## config.mk

```make
export PLATFORM = sky130hd
export DESIGN_NAME = rect_blit_address_engine
export DESIGN_NICKNAME = d
export VERILOG_FILES = /design/src/hw/rtl/rba_pkg.sv /design/src/hw/rtl/rect_blit_address_engine.sv
export SDC_FILE = /design/constraint.sdc
export NUM_CORES = 2
export LEC_CHECK = 0
export BUFFER_PORTS_ARGS = -buffer_cell sky130_fd_sc_hd__buf_2
export CAP_MARGIN = 20
export CORE_MARGIN = 4
export CORE_UTILIZATION = 40
export CTS_CLUSTER_SIZE = 25
export DETAILED_ROUTE_END_ITERATION = 10
export GPL_TIMING_DRIVEN = 0
export SLEW_MARGIN = 10
export SYNTH_ARGS = -nofsm -noshare
export SYNTH_HDL_FRONTEND = slang
export SYNTH_SLANG_ARGS = --single-unit
```

## constraint.sdc

```tcl
create_clock -name clk_i -period 5.93 [get_ports clk_i]
set_input_delay 1.779 -clock clk_i [delete_from_list [all_inputs] [get_ports clk_i]]
set_output_delay 1.779 -clock clk_i [all_outputs]
set_load 0.1 [all_outputs]
```

## src/hw/rtl/rba_pkg.sv

```systemverilog
// Shared types and constants for the rectangle blit address engine.
// Depends on nothing; imported by rect_blit_address_engine.
`default_nettype none

package rba_pkg;

  // Default coordinate width; sizes carry one more bit.
  localparam int unsigned CoordBitsDefault = 12;

  // Widths fixed by the register map.
  localparam int unsigned AddrW   = 32;
  localparam int unsigned StrideW = 16;
  localparam int unsigned PbW     = 3;
  localparam int unsigned ModeW   = 2;
  localparam int unsigned CfgIdxW = 3;

  typedef enum logic [CfgIdxW-1:0] {
    RegSrcBase    = 3'd0,
    RegSrcStride  = 3'd1,
    RegDstBase    = 3'd2,
    RegDstStride  = 3'd3,
    RegPixelBytes = 3'd4,
    RegBlitMode   = 3'd5,
    RegFillValue  = 3'd6
  } reg_idx_e;

  typedef enum logic [ModeW-1:0] {
    ModeFill   = 2'd0,
    ModeInvert = 2'd1,
    ModeCopy   = 2'd2
  } blit_mode_e;

  typedef enum logic {
    OpStart = 1'b0,
    OpPixel = 1'b1
  } op_e;

  // Start sequencer: idle, address sum, walk direction.
  typedef enum logic [2:0] {
    PhIdle = 3'b001,
    PhSum  = 3'b010,
    PhDir  = 3'b100
  } phase_e;

endpackage

`default_nettype wire

```

## src/hw/rtl/rect_blit_address_engine.sv

```systemverilog
// Top level of the rectangle blit address engine: start sequencer, pixel walker
// and output register. Depends on rba_pkg.
`default_nettype none

// A start transfer (tuser = 0) latches a rectangle: the coordinate-times-stride
// products are registered on acceptance, the start addresses are summed in the
// next cycle, and the walk direction and final row offset are settled in PhDir
// after that; the input stalls meanwhile. Then each pixel transfer (tuser = 1)
// gives one registered result, so pixels stream at one per clock whenever the
// output is taken. Copy walks from the last pixel backwards when the source
// start address is not above the destination. Pixel transfers while no
// rectangle is active give no result. Configuration is to be written through
// cfg_we_i while the engine is idle; the block itself does not enforce this.
module rect_blit_address_engine #(
  parameter int unsigned CoordBits = rba_pkg::CoordBitsDefault
) (
  input  wire logic                               clk_i,
  input  wire logic                               rst_ni,
  // Configuration write port.
  input  wire logic                               cfg_we_i,
  input  wire logic [rba_pkg::CfgIdxW-1:0]        cfg_index_i,
  input  wire logic [rba_pkg::AddrW-1:0]          cfg_data_i,
  // Input stream.
  input  wire logic                               s_axis_tvalid_i,
  output logic                                    s_axis_tready_o,
  // tdata, low bit up: src_x, src_y, dst_x, dst_y, rect_width, rect_height,
  // pixel_value, zero fill to whole bytes.
  input  wire logic [((6*CoordBits+34+7)/8)*8-1:0] s_axis_tdata_i,
  // tuser: operation.
  input  wire logic                               s_axis_tuser_i,
  // Output stream.
  output logic                                    m_axis_tvalid_o,
  input  wire logic                               m_axis_tready_i,
  // tdata, low bit up: src_address, dst_address, write_data.
  output logic [3*rba_pkg::AddrW-1:0]             m_axis_tdata_o,
  // tlast: last_pixel.
  output logic                                    m_axis_tlast_o
);
  import rba_pkg::*;

  localparam int unsigned CB    = CoordBits;
  localparam int unsigned SizeW = CB + 1;
  localparam int unsigned OffW  = CB + 3;
  localparam int unsigned ProdW = CB + StrideW;
  localparam int unsigned HProdW = SizeW + StrideW;

  localparam int unsigned SxLo = 0;
  localparam int unsigned SyLo = CB;
  localparam int unsigned DxLo = 2 * CB;
  localparam int unsigned DyLo = 3 * CB;
  localparam int unsigned WLo  = 4 * CB;
  localparam int unsigned HLo  = 4 * CB + SizeW;
  localparam int unsigned PvLo = 4 * CB + 2 * SizeW;

  function automatic logic [OffW-1:0] scale_pb(input logic [SizeW-1:0] v,
                                               input logic [PbW-1:0] pb);
    logic [OffW-1:0] ve;
    ve = OffW'(v);
    case (pb)
      3'd2:    return ve << 1;
      3'd3:    return ve + (ve << 1);
      3'd4:    return ve << 2;
      default: return ve;
    endcase
  endfunction

  // Configuration registers.
  logic [AddrW-1:0]   src_base_q, dst_base_q, fill_value_q;
  logic [StrideW-1:0] src_stride_q, dst_stride_q;
  logic [PbW-1:0]     pixel_bytes_q;
  logic [ModeW-1:0]   blit_mode_q;

  // Walk state.
  phase_e             phase_q, phase_d;
  logic [AddrW-1:0]   src_row_q, src_row_d, dst_row_q, dst_row_d;
  logic [SizeW-1:0]   col_q, col_d, rows_q, rows_d, width_q, width_d;
  logic               desc_q, desc_d, busy_q, busy_d;

  // Start products.
  logic [ProdW-1:0]   sy_prod_q, dy_prod_q;
  logic [OffW-1:0]    sx_off_q, dx_off_q;
  logic [AddrW-1:0]   sh_prod_q, dh_prod_q;

  // Output register.
  logic               out_valid_q, out_valid_d;
  logic [AddrW-1:0]   out_src_q, out_dst_q, out_data_q;
  logic               out_last_q;

  // Input fields.
  logic [CB-1:0]      in_sx, in_sy, in_dx, in_dy;
  logic [SizeW-1:0]   in_w, in_h, in_hm1;
  logic [AddrW-1:0]   in_pv;

  assign in_sx = s_axis_tdata_i[SxLo +: CB];
  assign in_sy = s_axis_tdata_i[SyLo +: CB];
  assign in_dx = s_axis_tdata_i[DxLo +: CB];
  assign in_dy = s_axis_tdata_i[DyLo +: CB];
  assign in_w  = s_axis_tdata_i[WLo +: SizeW];
  assign in_h  = s_axis_tdata_i[HLo +: SizeW];
  assign in_pv = s_axis_tdata_i[PvLo +: AddrW];
  assign in_hm1 = in_h - SizeW'(1);

  logic in_fire, start_fire, pix_fire;
  assign s_axis_tready_o = (phase_q == PhIdle) && (!out_valid_q || m_axis_tready_i);
  assign in_fire    = s_axis_tvalid_i && s_axis_tready_o;
  assign start_fire = in_fire && (s_axis_tuser_i == OpStart);
  assign pix_fire   = in_fire && (s_axis_tuser_i == OpPixel) && busy_q;

  // Pixel size clamp and byte mask.
  logic [PbW-1:0]   eff_pb;
  logic [AddrW-1:0] pix_mask;
  always_comb begin
    if (pixel_bytes_q == '0) begin
      eff_pb = PbW'(1);
    end else if (pixel_bytes_q > PbW'(4)) begin
      eff_pb = PbW'(4);
    end else begin
      eff_pb = pixel_bytes_q;
    end
    case (eff_pb)
      3'd1:    pix_mask = 32'h0000_00FF;
      3'd2:    pix_mask = 32'h0000_FFFF;
      3'd3:    pix_mask = 32'h00FF_FFFF;
      default: pix_mask = 32'hFFFF_FFFF;
    endcase
  end

  // Pixel datapath.
  logic [SizeW-1:0] pos;
  logic [AddrW-1:0] off32, pix_sa, pix_da, pix_data, pix_rd;
  logic [SizeW:0]   col_inc;
  logic             row_end, pix_last;

  assign pos     = desc_q ? (width_q - SizeW'(1) - col_q) : col_q;
  assign off32   = AddrW'(scale_pb(pos, eff_pb));
  assign pix_sa  = src_row_q + off32;
  assign pix_da  = dst_row_q + off32;
  assign col_inc = {1'b0, col_q} + (SizeW+1)'(1);
  assign row_end = col_inc >= {1'b0, width_q};
  assign pix_last = (col_inc == {1'b0, width_q}) && (rows_q == SizeW'(1));

  always_comb begin
    case (blit_mode_q)
      ModeInvert: begin
        pix_data = ~in_pv & pix_mask;
        pix_rd   = pix_da;
      end
      ModeCopy: begin
        pix_data = in_pv & pix_mask;
        pix_rd   = pix_sa;
      end
      default: begin
        pix_data = fill_value_q & pix_mask;
        pix_rd   = '0;
      end
    endcase
  end

  // Next state of the walker and start sequencer.
  always_comb begin
    phase_d   = phase_q;
    src_row_d = src_row_q;
    dst_row_d = dst_row_q;
    col_d     = col_q;
    rows_d    = rows_q;
    width_d   = width_q;
    desc_d    = desc_q;
    busy_d    = busy_q;
    unique case (phase_q)
      PhIdle: begin
        if (start_fire) begin
          phase_d = PhSum;
          width_d = in_w;
          rows_d  = in_h;
          col_d   = '0;
          busy_d  = 1'b0;
        end else if (pix_fire) begin
          if (row_end) begin
            col_d  = '0;
            rows_d = rows_q - SizeW'(1);
            if (desc_q) begin
              src_row_d = src_row_q - AddrW'(src_stride_q);
              dst_row_d = dst_row_q - AddrW'(dst_stride_q);
            end else begin
              src_row_d = src_row_q + AddrW'(src_stride_q);
              dst_row_d = dst_row_q + AddrW'(dst_stride_q);
            end
            if (rows_q == SizeW'(1)) begin
              busy_d = 1'b0;
            end
          end else begin
            col_d = col_inc[SizeW-1:0];
          end
        end
      end
      PhSum: begin
        phase_d   = PhDir;
        src_row_d = src_base_q + AddrW'(sy_prod_q) + AddrW'(sx_off_q);
        dst_row_d = dst_base_q + AddrW'(dy_prod_q) + AddrW'(dx_off_q);
      end
      PhDir: begin
        phase_d = PhIdle;
        desc_d  = (blit_mode_q == ModeCopy) && !(src_row_q > dst_row_q);
        if (desc_d) begin
          src_row_d = src_row_q + sh_prod_q;
          dst_row_d = dst_row_q + dh_prod_q;
        end
        busy_d = (width_q != '0) && (rows_q != '0);
      end
      default: phase_d = PhIdle;
    endcase
  end

  assign out_valid_d = pix_fire ? 1'b1 : (m_axis_tready_i ? 1'b0 : out_valid_q);

  always_ff @(posedge clk_i or negedge rst_ni) begin
    if (!rst_ni) begin
      src_base_q    <= '0;
      src_stride_q  <= '0;
      dst_base_q    <= '0;
      dst_stride_q  <= '0;
      pixel_bytes_q <= PbW'(1);
      blit_mode_q   <= ModeFill;
      fill_value_q  <= '0;
      phase_q       <= PhIdle;
      src_row_q     <= '0;
      dst_row_q     <= '0;
      col_q         <= '0;
      rows_q        <= '0;
      width_q       <= '0;
      desc_q        <= 1'b0;
      busy_q        <= 1'b0;
      out_valid_q   <= 1'b0;
    end else begin
      if (cfg_we_i) begin
        case (cfg_index_i)
          RegSrcBase:    src_base_q    <= cfg_data_i;
          RegSrcStride:  src_stride_q  <= cfg_data_i[StrideW-1:0];
          RegDstBase:    dst_base_q    <= cfg_data_i;
          RegDstStride:  dst_stride_q  <= cfg_data_i[StrideW-1:0];
          RegPixelBytes: pixel_bytes_q <= cfg_data_i[PbW-1:0];
          RegBlitMode:   blit_mode_q   <= cfg_data_i[ModeW-1:0];
          RegFillValue:  fill_value_q  <= cfg_data_i;
          default:       ;
        endcase
      end
      phase_q     <= phase_d;
      src_row_q   <= src_row_d;
      dst_row_q   <= dst_row_d;
      col_q       <= col_d;
      rows_q      <= rows_d;
      width_q     <= width_d;
      desc_q      <= desc_d;
      busy_q      <= busy_d;
      out_valid_q <= out_valid_d;
    end
  end

  // Start products and result payload; no reset needed.
  always_ff @(posedge clk_i) begin
    if (start_fire) begin
      sy_prod_q <= ProdW'(in_sy) * ProdW'(src_stride_q);
      dy_prod_q <= ProdW'(in_dy) * ProdW'(dst_stride_q);
      sx_off_q  <= scale_pb(SizeW'(in_sx), eff_pb);
      dx_off_q  <= scale_pb(SizeW'(in_dx), eff_pb);
      sh_prod_q <= AddrW'(HProdW'(in_hm1) * HProdW'(src_stride_q));
      dh_prod_q <= AddrW'(HProdW'(in_hm1) * HProdW'(dst_stride_q));
    end
    if (pix_fire) begin
      out_src_q  <= pix_rd;
      out_dst_q  <= pix_da;
      out_data_q <= pix_data;
      out_last_q <= pix_last;
    end
  end

  assign m_axis_tvalid_o = out_valid_q;
  assign m_axis_tdata_o  = {out_data_q, out_dst_q, out_src_q};
  assign m_axis_tlast_o  = out_last_q;

  // The column count stays inside the latched width during a walk.
  assert property (@(posedge clk_i) disable iff (!rst_ni)
    busy_q |-> (col_q < width_q))
    else $error("column count outside rectangle width");

  // The last pixel of a rectangle ends the walk.
  assert property (@(posedge clk_i) disable iff (!rst_ni)
    (pix_fire && pix_last) |=> !busy_q)
    else $error("walk still active after last pixel");

  // A start runs through PhSum and then PhDir before the next transfer.
  assert property (@(posedge clk_i) disable iff (!rst_ni)
    start_fire |=> (phase_q == PhSum) ##1 (phase_q == PhDir))
    else $error("start sequence broken");

  // A pixel transfer with no active rectangle leaves no result behind.
  assert property (@(posedge clk_i) disable iff (!rst_ni)
    (in_fire && !busy_q && m_axis_tready_i) |=> !m_axis_tvalid_o)
    else $error("result produced while idle");

endmodule

`default_nettype wire

```

==> reports/metrics.cfg <==
[synthesis]
yosysUniqueCellTypes=90
yosysWarnings=0
synth_area_mm2=0.0584
synth-seq-cells=481
synthCells=6406
yosysSeqAreaShare_pct=22.7
synth-edff-count=239
syn_area_per_cell_um2=9.12
synth_async_sr_flop_share_pct=50.3
synth_nets=7749
synthFlopType=dfrtp_1

[detailed_routing]
vias_per_cell=5.53
drt-initial-drc-count=3630
routed_wl_um=209000
first_pass_iters=6
avgRoutedWirePerCell_um=23.6
postRouteAntennaNets=0
drc=0
via_count=49126

[global_route]
grt_pass1_vias=49513
grt_max_degree=103
grt_overflow_total=0
track_usage_pct=27.0
antenna_found_initial=13
grt_pass1_wl_um=311000

[placed_design]
gp_congestion=0.961
hpwl_um=167000
io_buffers=243

[cts]
cts_tree=done
cts-htree-levels=2
clk_latency_ns=0.65
cts_root_buf=clkbuf_16
numCtsBuffers=54
hold_buffers=0
clockBufferDepth=3
clk_pin_slew_worst_paths_ns=0.06
clock-sinks=481

[layout]
area_growth_pct=20.7
drive_gt1_share_pct=19.3
nets=8272

[sta]
fin_skew_ns=0.0370
hold-worst-slack_ns=0.481
setup_viol=62
fin_crit_ns=8.24
slew_headroom_pct=32.3
rsz0062_at_grt=yes
fin_ws_ns=-2.31
worstMarginPinSlew_ns=1.02
final-max-slew-violation-count=0
setup_tns_ns=-64.87
max_freq_mhz=121
hold_viol=0
fin_crit_sh_pct=139

[floorplan]
die_w_um=390
die_y_um=390
initial_utilization_pct=40.5
floorplan.core_area_mm2=0.144
ioPinCount=252
dieArea_mm2=0.152
core.rowCount=139

[outcome]
violations=setup timing
status=finished with violations

[critical_path]
worstSetupPathType=in2reg
worstPathRequired_ns=6.36
r2r_start=dst_stride_q[12]
end_kind=register
path_max_fanout=4
critPathLaunchType=input pin
rr_worst_depth=22
critPathArrivalTime_ns=8.67
r2r_setup_slack_ns=-0.90
reg2reg_to=dh_prod_q[28]

[run]
cap_viol_max_count=0

[hold_path]
hold_path_end=col_q[12]
hp-class=reg2reg
worstHoldPathCells=2
worstHoldStart=col_q[12]

## metal layers
metal  track usage [%]  wire, um  vias up
met3              3.55     13400      389
met1              35.6     88100    24649
met5                 0        43        -
met4              11.3     10300        6
met2              44.7     97500     1799
li1                  -         -    22283
## cell usage after synthesis (89+ instances only)
cell type  instances  area [um2]
inv_1            849        3190
o21ai_0          302        1510
xnor2_1          260        2280
dfrtp_1          240        6010
a21oi_1          321        1610
clkbuf_1         253         950
fa_1             626       12500
nand2_1          831        3120
xor2_1            94         823
edfxtp_1         239        7180
ha_1             564        7060
mux2_2           128        1440
nor2_1           328        1230
and2_1           253        1580
nand3_1           89         445
a21o_1           133         998
## through the flow
| step | area, um2 | util, % | worst slack, ns | std cells |
|---|---|---|---|---|
| 2_1_floorplan | 59200 | - | -2.17 | 6406 |
| 6_report | 70500 | 48.8 | -2.31 | 8883 |
| 3_3_place_gp | 62800 | 43.5 | -4.06 | 8552 |
| 3_5_place_dp | 63000 | 43.6 | -4.12 | 8565 |
| 4_1_cts | 68500 | 47.5 | -2.22 | 8806 |
| 5_1_grt | 70500 | 48.8 | -2.38 | 8877 |
## layout by cell type (no fill, tap or decap), types with 33 or more instances in the layout
master | Yosys | layout
a31oi_1 | 44 | 36
nand2_1 | 831 | 801
edfxtp_1 | 239 | 239
xnor2_1 | 260 | 214
dfrtp_1 | 240 | 232
clkbuf_16 | 0 | 78
mux2_2 | 128 | 128
a21oi_1 | 321 | 251
o21a_1 | 42 | 39
nor2b_1 | 62 | 61
o211ai_1 | 37 | 37
buf_6 | 1 | 36
mux2i_1 | 64 | 59
buf_2 | 10 | 237
nor2_1 | 328 | 309
nand2b_1 | 66 | 63
nand4_1 | 38 | 38
fa_1 | 626 | 609
o21ai_0 | 302 | 247
and2_1 | 253 | 237
and3_1 | 39 | 34
o21bai_1 | 37 | 33
a21o_1 | 133 | 132
xor2_1 | 94 | 75
inv_2 | 0 | 35
clkbuf_2 | 0 | 67
ha_4 | 0 | 53
nor3_1 | 77 | 64
inv_1 | 849 | 810
ha_1 | 564 | 505
a21oi_2 | 0 | 48
clkbuf_1 | 253 | 135
nand3_1 | 89 | 82
buf_4 | 0 | 185
a211oi_1 | 47 | 35
## flip-flops by register name, summed over array words and instances (netlist names), 2 cells and up
register       flops
dst_base_q        32
dst_row_q         32
fill_value_q      32
out_data_q        32
out_dst_q         32
out_src_q         32
src_base_q        32
src_row_q         32
dh_prod_q         29
sh_prod_q         29
dy_prod_q         28
sy_prod_q         28
dst_stride_q      16
src_stride_q      16
dx_off_q          14
sx_off_q          14
col_q             13
rows_q            13
width_q           13
phase_q            3
pixel_bytes_q      3
blit_mode_q        2
## layout make-up
type / instances / area (um2)
fillers: 13459 / 73900
clock buffers: 66 / 1490
plain buffers: 275 / 1840
clock inverters: 35 / 333
diodes: 6 / 15.0
inverters: 853 / 3230
well taps: 1903 / 2380
flip-flops and latches: 481 / 13200
multi-input cells: 4786 / 44400
repair buffers: 478 / 3590
## worst max-delay path by stage
stage                     slack [ns]             to  depth (start not counted)               start
after floorplan                -2.17  dh_prod_q[28]                         24  s_axis_tdata_i[64]
final                          -2.31  sh_prod_q[28]                         26  s_axis_tdata_i[63]
after global routing           -2.38  dh_prod_q[28]                         26  s_axis_tdata_i[69]
after detailed placement       -4.12  dh_prod_q[25]                         27  s_axis_tdata_i[64]
after CTS                      -2.22  sh_prod_q[28]                         26  s_axis_tdata_i[63]
after global placement         -4.06  sh_prod_q[27]                         29  s_axis_tdata_i[61]
## cells by family (layout without fill, tap and decap cells)
group,count (synthesis),count (layout),synth area share (%)
compound gates,1134,1134,12.1
flops,481,481,22.7
fa+ha+maj,1190,1190,33.5
simple gates,1916,1916,15.5
mux,192,192,3.57
xor+xnor,354,354,5.31
other cells,0,6,0
buf+inv,1139,1707,7.36
## critical path, stage by stage
cell       delay [ns]
buf_8            0.10
or3_4            0.40
or3b_4           0.44
or3_4            0.42
xnor2_4          0.32
clkbuf_16        0.24
nand2_4          0.05
fa_1             0.53
fa_1             0.53
inv_1            0.05
fa_1             0.48
fa_1             0.53
inv_2            0.05
fa_1             0.53
inv_2            0.06
ha_4             0.27
and2_4           0.14
nand4_1          0.14
a41o_1           0.25
a21o_1           0.19
o21ai_2          0.18
nand2_1          0.07
a211o_1          0.35
o2111ai_1        0.20
a21oi_1          0.10
xnor2_1          0.28
## what timing repair did
action / 4_1_cts / 5_1_grt
gates resized for setup: 556 / 318
setup buffers: 146 / 83
cloned: 2 / 1
setup endpoints to repair: 178 / 138
pin swaps: 171 / 194
Power is left out: the tool's default activity adds up to more than one toggle a clock period on the data nets, which glitch-free logic cannot reach.
